--- src/iar_pkg.sv ---
// ----------------------------------------------------------------------------
// iar_pkg
// Types, constants and the requantize function shared by the requantizer.
// ----------------------------------------------------------------------------
package iar_pkg;

  localparam int ACC_W      = 32;
  localparam int SCALE_W    = 16;
  localparam int ZERO_W     = 8;
  localparam int OUT_W      = 8;
  localparam int CFG_IDX_W  = 2;
  localparam int CFG_DATA_W = 16;
  localparam int QBITS      = 9;
  localparam int DIV_W      = 32;
  localparam int DIV_STAGES = 10;

  localparam logic [SCALE_W-1:0] SCALE_RESET = 16'd128;

  typedef enum logic [2:0] {
    MODE_NONE     = 3'd0,
    MODE_RELU     = 3'd1,
    MODE_RELU6    = 3'd2,
    MODE_LEAKY    = 3'd3,
    MODE_SIGMOID  = 3'd4,
    MODE_TANH     = 3'd5,
    MODE_SWISH    = 3'd6,
    MODE_ALT_NONE = 3'd7
  } mode_t;

  typedef enum logic [CFG_IDX_W-1:0] {
    REG_MODE  = 2'd0,
    REG_SCALE = 2'd1,
    REG_ZERO  = 2'd2
  } reg_idx_t;

  // Saturated quotient magnitude with its sign and a divide-by-zero flag.
  typedef struct packed {
    logic [QBITS-1:0] q;
    logic             neg;
    logic             dz;
  } quot_t;

  // Data that rides along with an item through the dividers.
  typedef struct packed {
    logic signed [ACC_W-1:0] x;
    logic                    big;
    logic signed [OUT_W-1:0] r1;
  } side_t;

  // Signed quotient plus zero point, saturated to int8.
  function automatic logic signed [OUT_W-1:0] requant(quot_t qt,
                                                      logic signed [ZERO_W-1:0] z);
    logic signed [QBITS+1:0] qs;
    logic signed [QBITS+2:0] sum;
    logic signed [OUT_W-1:0] res;
    qs = qt.neg ? -$signed({2'b00, qt.q}) : $signed({2'b00, qt.q});
    if (qt.dz) begin
      qs = '0;
    end
    sum = $signed({qs[QBITS+1], qs}) + $signed({{(QBITS+3-ZERO_W){z[ZERO_W-1]}}, z});
    if (sum > 12'sd127) begin
      res = 8'sd127;
    end else if (sum < -12'sd128) begin
      res = -8'sd128;
    end else begin
      res = sum[OUT_W-1:0];
    end
    return res;
  endfunction

endpackage

--- src/iar_intf.sv ---
// ----------------------------------------------------------------------------
// iar channel interfaces
// Valid/ready channels for accumulators, results and register writes.
// ----------------------------------------------------------------------------
interface iar_in_if;
  logic                              valid;
  logic                              ready;
  logic signed [iar_pkg::ACC_W-1:0]  acc_value;
  modport source (output valid, output acc_value, input ready);
  modport sink   (input valid, input acc_value, output ready);
endinterface

interface iar_out_if;
  logic                              valid;
  logic                              ready;
  logic signed [iar_pkg::OUT_W-1:0]  act_out;
  modport source (output valid, output act_out, input ready);
  modport sink   (input valid, input act_out, output ready);
endinterface

interface iar_cfg_if;
  logic                               valid;
  logic                               ready;
  logic [iar_pkg::CFG_IDX_W-1:0]      index;
  logic [iar_pkg::CFG_DATA_W-1:0]     data;
  modport source (output valid, output index, output data, input ready);
  modport sink   (input valid, input index, input data, output ready);
endinterface

--- src/int8_activation_requantizer.sv ---
// ----------------------------------------------------------------------------
// int8_activation_requantizer
// Activation and requantization of 32-bit accumulators to int8.
//
//   channel   dir   handshake     payload
//   in_ch     in    valid/ready   acc_value  (signed 32)
//   out_ch    out   valid/ready   act_out    (signed 8)
//   cfg_ch    in    valid/ready   index (2), data (16)
//
// One word is taken per cycle unless the pipeline holds; its result passes two
// ten-stage dividers in series before it reaches the output register.
// Reset is synchronous and clears valid bits and the registers to defaults.
// The pipeline holds only when its last stage has a word and the output
// register still holds an untaken word; every stage then holds together.
// Register writes are always taken.
// ----------------------------------------------------------------------------
module int8_activation_requantizer (
  input  logic clk,
  input  logic rst_n,
  iar_in_if.sink    in_ch,
  iar_out_if.source out_ch,
  iar_cfg_if.sink   cfg_ch
);
  import iar_pkg::*;

  mode_t                    mode_r;
  logic [SCALE_W-1:0]       scale_r;
  logic signed [ZERO_W-1:0] zero_r;

  logic                     ce;
  logic                     f_v, d1_v, m_v, d2_v;
  logic signed [ACC_W-1:0]  f_a, m_a;
  logic [DIV_W-1:0]         m_d;
  side_t                    f_side, d1_side, m_side, d2_side;
  quot_t                    d1_q, d2_q;

  logic                     out_valid_r;
  logic signed [OUT_W-1:0]  out_r, out_nxt;

  always_ff @(posedge clk) begin
    if (!rst_n) begin
      mode_r  <= MODE_NONE;
      scale_r <= SCALE_RESET;
      zero_r  <= '0;
    end else if (cfg_ch.valid) begin
      unique case (cfg_ch.index)
        REG_MODE:  mode_r  <= mode_t'(cfg_ch.data[2:0]);
        REG_SCALE: scale_r <= cfg_ch.data[SCALE_W-1:0];
        REG_ZERO:  zero_r  <= cfg_ch.data[ZERO_W-1:0];
        default: ;
      endcase
    end
  end

  assign cfg_ch.ready = 1'b1;

  assign ce          = !(d2_v && out_valid_r && !out_ch.ready);
  assign in_ch.ready = ce;

  iar_front u_front (
    .clk    (clk),
    .rst_n  (rst_n),
    .ce     (ce),
    .v_i    (in_ch.valid),
    .x_i    (in_ch.acc_value),
    .mode   (mode_r),
    .scale  (scale_r),
    .v_o    (f_v),
    .a_o    (f_a),
    .side_o (f_side)
  );

  iar_div u_div1 (
    .clk    (clk),
    .rst_n  (rst_n),
    .ce     (ce),
    .v_i    (f_v),
    .a_i    (f_a),
    .d_i    ({{(DIV_W-SCALE_W){1'b0}}, scale_r}),
    .side_i (f_side),
    .v_o    (d1_v),
    .q_o    (d1_q),
    .side_o (d1_side)
  );

  iar_mid u_mid (
    .clk    (clk),
    .rst_n  (rst_n),
    .ce     (ce),
    .v_i    (d1_v),
    .q_i    (d1_q),
    .side_i (d1_side),
    .mode   (mode_r),
    .scale  (scale_r),
    .zero   (zero_r),
    .v_o    (m_v),
    .a_o    (m_a),
    .d_o    (m_d),
    .side_o (m_side)
  );

  iar_div u_div2 (
    .clk    (clk),
    .rst_n  (rst_n),
    .ce     (ce),
    .v_i    (m_v),
    .a_i    (m_a),
    .d_i    (m_d),
    .side_i (m_side),
    .v_o    (d2_v),
    .q_o    (d2_q),
    .side_o (d2_side)
  );

  always_comb begin
    if (mode_r == MODE_TANH || mode_r == MODE_SWISH) begin
      out_nxt = requant(d2_q, zero_r);
    end else begin
      out_nxt = d2_side.r1;
    end
  end

  always_ff @(posedge clk) begin
    if (!rst_n) begin
      out_valid_r <= 1'b0;
    end else if (ce && d2_v) begin
      out_valid_r <= 1'b1;
    end else if (out_ch.ready) begin
      out_valid_r <= 1'b0;
    end
  end

  always_ff @(posedge clk) begin
    if (ce && d2_v) begin
      out_r <= out_nxt;
    end
  end

  assign out_ch.valid   = out_valid_r;
  assign out_ch.act_out = out_r;

endmodule

--- src/iar_front.sv ---
// ----------------------------------------------------------------------------
// iar_front
// Two stages: activation for the simple modes, sigmoid segment select and
// the dividend that goes into the first divider.
// ----------------------------------------------------------------------------
module iar_front (
  input  logic                             clk,
  input  logic                             rst_n,
  input  logic                             ce,
  input  logic                             v_i,
  input  logic signed [iar_pkg::ACC_W-1:0] x_i,
  input  iar_pkg::mode_t                   mode,
  input  logic [iar_pkg::SCALE_W-1:0]      scale,
  output logic                             v_o,
  output logic signed [iar_pkg::ACC_W-1:0] a_o,
  output iar_pkg::side_t                   side_o
);
  import iar_pkg::*;

  logic                    v1_r, v2_r;
  logic signed [ACC_W-1:0] x1_r, xs1_r;
  logic signed [ACC_W-1:0] x1_nxt, xs1_nxt;
  logic signed [ACC_W-1:0] a2_r, a2_nxt;
  side_t                   side2_r, side2_nxt;

  logic [ACC_W:0]          mag;
  logic [ACC_W:0]          s4, s2;
  logic                    big, mid, spos, xpos;
  logic signed [ACC_W-1:0] quarter, half, sig_d;
  logic [SCALE_W+2:0]      six;

  always_comb begin
    x1_nxt  = x_i;
    xs1_nxt = (mode == MODE_TANH) ? (x_i <<< 1) : x_i;
  end

  always_comb begin
    // Magnitude at 33 bits so that the most negative value counts as large.
    mag  = xs1_r[ACC_W-1] ? ((ACC_W+1)'(0) - {xs1_r[ACC_W-1], xs1_r}) : {1'b0, xs1_r};
    s4   = {{(ACC_W-SCALE_W-1){1'b0}}, scale, 2'b00};
    s2   = {{(ACC_W-SCALE_W){1'b0}}, scale, 1'b0};
    big  = mag > s4;
    mid  = mag > s2;
    spos = !xs1_r[ACC_W-1] && (xs1_r != '0);
    xpos = !x1_r[ACC_W-1] && (x1_r != '0);
    quarter = xs1_r >>> 2;
    half    = $signed({{(ACC_W-SCALE_W+1){1'b0}}, scale[SCALE_W-1:1]});
    sig_d   = (mid && !spos) ? (quarter - half) : (quarter + half);
    six     = {1'b0, scale, 2'b00} + {2'b00, scale, 1'b0};

    side2_nxt.x   = x1_r;
    side2_nxt.big = 1'b0;
    side2_nxt.r1  = spos ? 8'sd127 : -8'sd128;

    unique case (mode)
      MODE_RELU: begin
        a2_nxt = xpos ? x1_r : '0;
      end
      MODE_RELU6: begin
        if (!xpos) begin
          a2_nxt = '0;
        end else if (x1_r < $signed({{(ACC_W-SCALE_W-3){1'b0}}, six})) begin
          a2_nxt = x1_r;
        end else begin
          a2_nxt = $signed({{(ACC_W-SCALE_W-3){1'b0}}, six});
        end
      end
      MODE_LEAKY: begin
        a2_nxt = xpos ? x1_r : (x1_r >>> 4);
      end
      MODE_SIGMOID, MODE_TANH, MODE_SWISH: begin
        a2_nxt        = sig_d;
        side2_nxt.big = big;
      end
      default: begin
        a2_nxt = x1_r;
      end
    endcase
  end

  always_ff @(posedge clk) begin
    if (!rst_n) begin
      v1_r <= 1'b0;
      v2_r <= 1'b0;
    end else if (ce) begin
      v1_r <= v_i;
      v2_r <= v1_r;
    end
  end

  always_ff @(posedge clk) begin
    if (ce) begin
      x1_r    <= x1_nxt;
      xs1_r   <= xs1_nxt;
      a2_r    <= a2_nxt;
      side2_r <= side2_nxt;
    end
  end

  assign v_o    = v2_r;
  assign a_o    = a2_r;
  assign side_o = side2_r;

endmodule

--- src/iar_div.sv ---
// ----------------------------------------------------------------------------
// iar_div
// Pipelined signed divider that returns the quotient truncated toward zero,
// with its magnitude saturated to the nine bits that requantization needs.
// ----------------------------------------------------------------------------
module iar_div (
  input  logic                             clk,
  input  logic                             rst_n,
  input  logic                             ce,
  input  logic                             v_i,
  input  logic signed [iar_pkg::ACC_W-1:0] a_i,
  input  logic [iar_pkg::DIV_W-1:0]        d_i,
  input  iar_pkg::side_t                   side_i,
  output logic                             v_o,
  output iar_pkg::quot_t                   q_o,
  output iar_pkg::side_t                   side_o
);
  import iar_pkg::*;

  localparam int LAST = DIV_STAGES - 1;
  localparam int WIDE = DIV_W + QBITS + 1;

  logic [DIV_STAGES-1:0]  v_r;
  logic [ACC_W-1:0]       rem_r   [DIV_STAGES];
  logic [ACC_W-1:0]       rem_nxt [DIV_STAGES];
  logic [QBITS-1:0]       q_r     [DIV_STAGES];
  logic [QBITS-1:0]       q_nxt   [DIV_STAGES];
  logic [DIV_W-1:0]       d_r     [DIV_STAGES];
  logic [DIV_W-1:0]       d_nxt   [DIV_STAGES];
  logic                   sat_r   [DIV_STAGES];
  logic                   sat_nxt [DIV_STAGES];
  logic                   neg_r   [DIV_STAGES];
  logic                   neg_nxt [DIV_STAGES];
  side_t                  side_r  [DIV_STAGES];
  side_t                  side_nxt[DIV_STAGES];

  logic [WIDE-1:0]        rem_w, sub_w;
  logic                   ge;

  always_comb begin
    rem_nxt[0]  = a_i[ACC_W-1] ? ACC_W'(-a_i) : a_i;
    q_nxt[0]    = '0;
    d_nxt[0]    = d_i;
    sat_nxt[0]  = 1'b0;
    neg_nxt[0]  = a_i[ACC_W-1];
    side_nxt[0] = side_i;
    rem_w = '0;
    sub_w = '0;
    ge    = 1'b0;
    // One quotient bit per stage, most significant first.
    for (int k = 1; k < DIV_STAGES; k++) begin
      rem_w = {{(WIDE-ACC_W){1'b0}}, rem_r[k-1]};
      sub_w = {{(WIDE-DIV_W){1'b0}}, d_r[k-1]} << (DIV_STAGES - 1 - k);
      ge    = rem_w >= sub_w;
      rem_nxt[k] = ge ? ACC_W'(rem_w - sub_w) : rem_r[k-1];
      q_nxt[k]   = q_r[k-1];
      q_nxt[k][DIV_STAGES-1-k] = ge;
      d_nxt[k]   = d_r[k-1];
      neg_nxt[k] = neg_r[k-1];
      side_nxt[k] = side_r[k-1];
      if (k == 1) begin
        sat_nxt[k] = rem_w >= ({{(WIDE-DIV_W){1'b0}}, d_r[0]} << QBITS);
      end else begin
        sat_nxt[k] = sat_r[k-1];
      end
    end
  end

  always_ff @(posedge clk) begin
    if (!rst_n) begin
      v_r <= '0;
    end else if (ce) begin
      v_r <= {v_r[DIV_STAGES-2:0], v_i};
    end
  end

  always_ff @(posedge clk) begin
    if (ce) begin
      for (int k = 0; k < DIV_STAGES; k++) begin
        rem_r[k]  <= rem_nxt[k];
        q_r[k]    <= q_nxt[k];
        d_r[k]    <= d_nxt[k];
        sat_r[k]  <= sat_nxt[k];
        neg_r[k]  <= neg_nxt[k];
        side_r[k] <= side_nxt[k];
      end
    end
  end

  assign v_o    = v_r[LAST];
  assign q_o.q  = sat_r[LAST] ? {QBITS{1'b1}} : q_r[LAST];
  assign q_o.neg = neg_r[LAST];
  assign q_o.dz = (d_r[LAST] == '0);
  assign side_o = side_r[LAST];

endmodule

--- src/iar_mid.sv ---
// ----------------------------------------------------------------------------
// iar_mid
// Requantizes the first quotient, then forms the second dividend and
// divisor for tanh (2*sig - scale over scale) and swish (x*sig over scale^2).
// ----------------------------------------------------------------------------
module iar_mid (
  input  logic                              clk,
  input  logic                              rst_n,
  input  logic                              ce,
  input  logic                              v_i,
  input  iar_pkg::quot_t                    q_i,
  input  iar_pkg::side_t                    side_i,
  input  iar_pkg::mode_t                    mode,
  input  logic [iar_pkg::SCALE_W-1:0]       scale,
  input  logic signed [iar_pkg::ZERO_W-1:0] zero,
  output logic                              v_o,
  output logic signed [iar_pkg::ACC_W-1:0]  a_o,
  output logic [iar_pkg::DIV_W-1:0]         d_o,
  output iar_pkg::side_t                    side_o
);
  import iar_pkg::*;

  logic                      va_r, vb_r;
  logic signed [ACC_W-1:0]   xa_r;
  logic signed [OUT_W-1:0]   r1a_r, r1a_nxt;
  logic signed [ACC_W-1:0]   ab_r, ab_nxt;
  logic [DIV_W-1:0]          db_r, db_nxt;
  side_t                     sideb_r, sideb_nxt;

  logic signed [ACC_W+OUT_W-1:0] prod;
  logic signed [ACC_W-1:0]       tanh_d;
  logic [DIV_W-1:0]              sq;

  always_comb begin
    r1a_nxt = side_i.big ? side_i.r1 : requant(q_i, zero);
  end

  always_comb begin
    prod   = xa_r * r1a_r;
    tanh_d = $signed({{(ACC_W-OUT_W-1){r1a_r[OUT_W-1]}}, r1a_r, 1'b0})
           - $signed({{(ACC_W-SCALE_W){1'b0}}, scale});
    sq     = scale * scale;
    // Two truncating divisions by scale equal one by scale squared.
    if (mode == MODE_SWISH) begin
      ab_nxt = prod[ACC_W-1:0];
      db_nxt = sq;
    end else begin
      ab_nxt = tanh_d;
      db_nxt = {{(DIV_W-SCALE_W){1'b0}}, scale};
    end
    sideb_nxt.x   = xa_r;
    sideb_nxt.big = 1'b0;
    sideb_nxt.r1  = r1a_r;
  end

  always_ff @(posedge clk) begin
    if (!rst_n) begin
      va_r <= 1'b0;
      vb_r <= 1'b0;
    end else if (ce) begin
      va_r <= v_i;
      vb_r <= va_r;
    end
  end

  always_ff @(posedge clk) begin
    if (ce) begin
      xa_r    <= side_i.x;
      r1a_r   <= r1a_nxt;
      ab_r    <= ab_nxt;
      db_r    <= db_nxt;
      sideb_r <= sideb_nxt;
    end
  end

  assign v_o    = vb_r;
  assign a_o    = ab_r;
  assign d_o    = db_r;
  assign side_o = sideb_r;

endmodule

--- src/flat_wrapper.sv ---
// flat-port wrapper written by rule: the top's interface ports become plain ports
module int8_activation_requantizer_flat import iar_pkg::*;
  (clk, rst_n, in_ch_valid, in_ch_acc_value, in_ch_ready, out_ch_valid, out_ch_act_out, out_ch_ready, cfg_ch_valid, cfg_ch_index, cfg_ch_data, cfg_ch_ready);
  iar_in_if in_ch_i ();
  iar_out_if out_ch_i ();
  iar_cfg_if cfg_ch_i ();
  input  logic clk;
  input  logic rst_n;
  input wire logic [$bits(in_ch_i.valid)-1:0] in_ch_valid;
  input wire logic [$bits(in_ch_i.acc_value)-1:0] in_ch_acc_value;
  output wire logic [$bits(in_ch_i.ready)-1:0] in_ch_ready;
  output wire logic [$bits(out_ch_i.valid)-1:0] out_ch_valid;
  output wire logic [$bits(out_ch_i.act_out)-1:0] out_ch_act_out;
  input wire logic [$bits(out_ch_i.ready)-1:0] out_ch_ready;
  input wire logic [$bits(cfg_ch_i.valid)-1:0] cfg_ch_valid;
  input wire logic [$bits(cfg_ch_i.index)-1:0] cfg_ch_index;
  input wire logic [$bits(cfg_ch_i.data)-1:0] cfg_ch_data;
  output wire logic [$bits(cfg_ch_i.ready)-1:0] cfg_ch_ready;
  assign in_ch_i.valid = in_ch_valid;
  assign in_ch_i.acc_value = in_ch_acc_value;
  assign in_ch_ready = in_ch_i.ready;
  assign out_ch_valid = out_ch_i.valid;
  assign out_ch_act_out = out_ch_i.act_out;
  assign out_ch_i.ready = out_ch_ready;
  assign cfg_ch_i.valid = cfg_ch_valid;
  assign cfg_ch_i.index = cfg_ch_index;
  assign cfg_ch_i.data = cfg_ch_data;
  assign cfg_ch_ready = cfg_ch_i.ready;
  int8_activation_requantizer u_core (.clk(clk), .rst_n(rst_n), .in_ch(in_ch_i), .out_ch(out_ch_i), .cfg_ch(cfg_ch_i));
endmodule
--- config.mk ---
export PLATFORM = sky130hd
export DESIGN_NAME = int8_activation_requantizer_flat
export DESIGN_NICKNAME = d
export VERILOG_FILES = /design/src/iar_pkg.sv /design/src/iar_intf.sv /design/src/int8_activation_requantizer.sv /design/src/iar_front.sv /design/src/iar_div.sv /design/src/iar_mid.sv /design/src/flat_wrapper.sv
export SDC_FILE = /design/constraint.sdc
export NUM_CORES = 2
export LEC_CHECK = 0
export ABC_AREA = 1
export BUFFER_PORTS_ARGS = -buffer_cell sky130_fd_sc_hd__buf_4
export CAP_MARGIN = 20
export CORE_MARGIN = 4
export CORE_UTILIZATION = 35
export CTS_CLUSTER_SIZE = 24
export DETAILED_ROUTE_END_ITERATION = 8
export PLACE_DENSITY_LB_ADDON = 0.08
export RECOVER_POWER = 100
export SYNTH_ARGS = -nofsm -noshare
export SYNTH_HDL_FRONTEND = slang
export SYNTH_SLANG_ARGS = --single-unit
--- constraint.sdc ---
create_clock -name clk -period 101.2 [get_ports clk]
set_clock_uncertainty 0.15 [all_clocks]
set_input_delay 15.18 -clock clk [delete_from_list [all_inputs] [get_ports clk]]
set_output_delay 15.18 -clock clk [all_outputs]
set_load 0.005 [all_outputs]
==> impl_metrics.yaml <==
outcome:
  status: "complete, but fails checks"
  violations: "capacitance limit, slew limit"
global_routing:
  grt_max_degree: 165
  antenna_found_initial: 12
  grt_use_total: 0.181
  grt_pass1_vias: 74387
  grt_overflow: 0
  grt_pass1_wl_um: 451000
timing:
  setup_ws_ns: 66.11
  finalHoldViolCount: 0
  period_share: 0.347
  finalSetupViolCount: 0
  period_minus_slack_ns: 35.09
  rsz0062_at_grt: "false"
  setup_tns_ns: 0
  max_freq_mhz: 28.5
  worst_slew_pin_slew_ns: 8.52
  drv_slew: 2681
  relSlewSlack: -4.68
logic_synthesis:
  synth_top_family_by_area: "adder cells"
  yosysWarnings: 0
  synth_compound_area_frac: 0.0938
  synth.area.mux_share: 0.000206
  synthSimpleGateAreaFrac: 0.127
  avgSynthCellArea_um2: 10.4
  synth_nets: 11685
  yosysUniqueCellTypes: 80
  ys_ff_latch: 1907
  synth-xor-area-share: 0.0432
  netlist_area_um2: 109000
  ys.flop_type: "edfxtp_1"
  synth_adder_area_share: 0.151
  postSynthCellCount: 10522
  async_flop_share: 0
  synth_edf_count: 1855
  ys_seq_area_frac: 0.520
critical_path:
  worstSetupEndpointType: "primary output"
  critical_path_class: "input port to primary output"
  path_depth: 7
  crit_arrival_ns: 19.76
  required_ns: 85.87
  path_delay_family: "buffers and inverters"
  max_stage_delay_ns: 2.77
  critPathMostFrequentCell: "clkbuf_1"
  worstSetupStartpointType: "input port"
  path_max_fanout: 72
  crit_slowest_cell: "clkinvlp_2"
  reg2regPathDepth: 7
  worstPathCellList: "clkbuf_4, inv_1, nand2_1, nor2_2, clkbuf_1, clkinvlp_2, clkbuf_1"
  crit_buf_inv: 5
cts:
  htreeDepth: 4
  clk_pin_slew_ns: 0.06
  postCtsSetupRepairBufs: 0
  cts_root_buf: "clkbuf_16"
  cts_resized: 0
  clockBufferDepth: 4
  cts-buffers-inserted: 219
  cts_hold_buf: 0
  cts.sinks: 1907
  tritoncts: "built"
  clk_latency_ns: 0.89
floorplan:
  start_util: 0.352
  fp.dieH_um: 566
  core_area_um2: 310000
  num_rows: 204
  dieArea_um2: 321000
  die_w_um: 566
  io-pin-count: 66
pwr:
  irDropWorstVdd_uv: 39.6
  power_leakage_nw: 51.4
  power_density_nw_per_um2: 32.2
placed_design:
  placedCellCount: 14592
  hpwl_um: 230000
  globalplace.congestion: 0.901
  post_dp_cell_area_um2: 115000
  dp_slack_ns: 69.51
  port-buffer-count: 64
final_layout:
  layout_commonest_cell: "edfxtp_1"
  final_cells: 15003
  final_cell_mix: "edfxtp_1 (1855), nand2_1 (1779), inv_1 (1638), a21oi_1 (789), ha_1 (766)"
  area_growth_pct: 10.9
  drive_above_1_share: 0.0458
  postLayoutCoreUtil: 0.391
  fin_nets: 11857
  postLayoutCellArea_um2: 121000
route:
  wl_um: 296000
  initialDrtViolationCount: 4500
  vias: 72705
  drtAntennaViolNets: 0
  avgViaCountPerCell: 4.85
  firstDrtPassIters: 6
  remaining_drc_errors: 0
  routedWlPerCell_um: 19.7
run:
  drv_cap: 50
worst_hold_path:
  hold_depth: 0
  hold_path.class: "flop to flop"
==> power by group <==
group          switching (W)  internal, W
clock network       0.000327     0.000462
logic                0.00116     0.000707
registers           0.000126      0.00112
total                0.00161      0.00229
==> cells by family (layout without fill, tap and decap cells) <==
group	after synthesis	count (layout)
buffers and inverters	1850	2203
AO/OA/AOI/OAI	1844	1844
other	1	9
adder cells (fa/ha/maj)	1108	1108
multiplexers	2	2
AND/OR/NAND/NOR	3272	3272
XOR/XNOR	538	538
flip-flops	1907	1907
==> state kept, by name (all words and copies together), names as in the netlist, 9 cells and up <==
signal and cells:
u_core.u_div1.rem_r 288, u_core.u_front.x1_r 32, u_core.u_front.side_o 35, u_core.u_div2.d_r 320, u_core.u_front.a_o 32, u_core.u_div1.neg_r 10
u_core.u_front.xs1_r 32, u_core.u_mid.a_o 32, u_core.scale_r 16, u_core.u_div1.q_r 45, u_core.u_div1.sat_r 9, u_core.u_div2.neg_r 10
u_core.u_div1.d_r 150, u_core.u_div2.sat_r 9, u_core.u_mid.d_o 32, u_core.u_div1.side_r 350, u_core.u_div1.v_r 10, u_core.u_div2.side_r 80
u_core.u_mid.xa_r 32, u_core.u_div2.rem_r 288, u_core.u_div2.q_r 45, u_core.u_div2.v_r 10
==> through the flow <==
stage / hold slack (ns) / total power, W
floorplan: 0.250 / 0.00261
global placement: 0.250 / 0.00315
detailed placement: 0.255 / 0.00316
CTS: 0.241 / 0.00398
global route: 0.242 / 0.00426
finish: 0.249 / 0.00390
==> metal layers <==
| layer | global-route usage | up-vias | part of all wire |
|---|---|---|---|
| met2 | 0.325 | 1321 | 0.50 |
| met5 | 0 | - | 0 |
| met3 | 0.0200 | 482 | 0.031 |
| li1 | - | 36095 | - |
| met1 | 0.226 | 34807 | 0.43 |
| met4 | 0.0639 | 0 | 0.041 |
==> worst paths after layout <==
kind	end	start	slack, ns
worst max register to register	u_core.u_div2.d_r[3][4]	u_core.u_div2.v_r[9]	83.42
worst min-delay path	u_core.u_div2.q_r[2][8]	u_core.u_div2.q_r[1][8]	0.25
worst min register to register	u_core.u_div2.q_r[2][8]	u_core.u_div2.q_r[1][8]	0.25
worst max-delay path	in_ch_ready	out_ch_ready	66.11
==> synthesized netlist by cell type (all sizes together) (10+ instances only) <==
library cell	instances	area, µm²
a211oi	16	120
buf	75	445
clkbuf	125	472
a31oi	53	332
o21bai	33	259
nand3b	13	97.6
nand3	275	1480
o221ai	14	123
xnor2	274	2400
o31ai	12	90.1
nand4	97	613
or2	68	425
a22oi	10	75.1
dfxtp	52	1040
a21boi	21	180
nor3	144	746
edfxtp	1855	55700
nor4	86	559
o21a	34	255
nor2	783	3050
nand2	1782	6740
inv	1644	6170
a21o	50	375
xor2	264	2310
fa	342	6850
o211ai	31	248
a221oi	13	114
a21oi	793	4020
o21ai	731	3740
ha	766	9580
==> worst reg2reg max path, delay by kind of cell (launching register included) <==
| kind | cells | cell delay (ns) |
|---|---|---|
| buffers and inverters | 6 | 16.47 |
| DFF | 1 | 0.29 |
| and+or+nand+nor | 1 | 0.05 |
==> area by class of cell <==
cell class	instances	area [µm²]
diodes	8	20.0
clock buffers	259	5650
clock inverters	143	1530
fillers	30199	189000
inverters	1650	6200
multi-input cells	6765	45000
flip-flops and latches	1907	56700
well taps	4120	5150
repair buffers	151	785
Power figures use the tool's default switching activity.
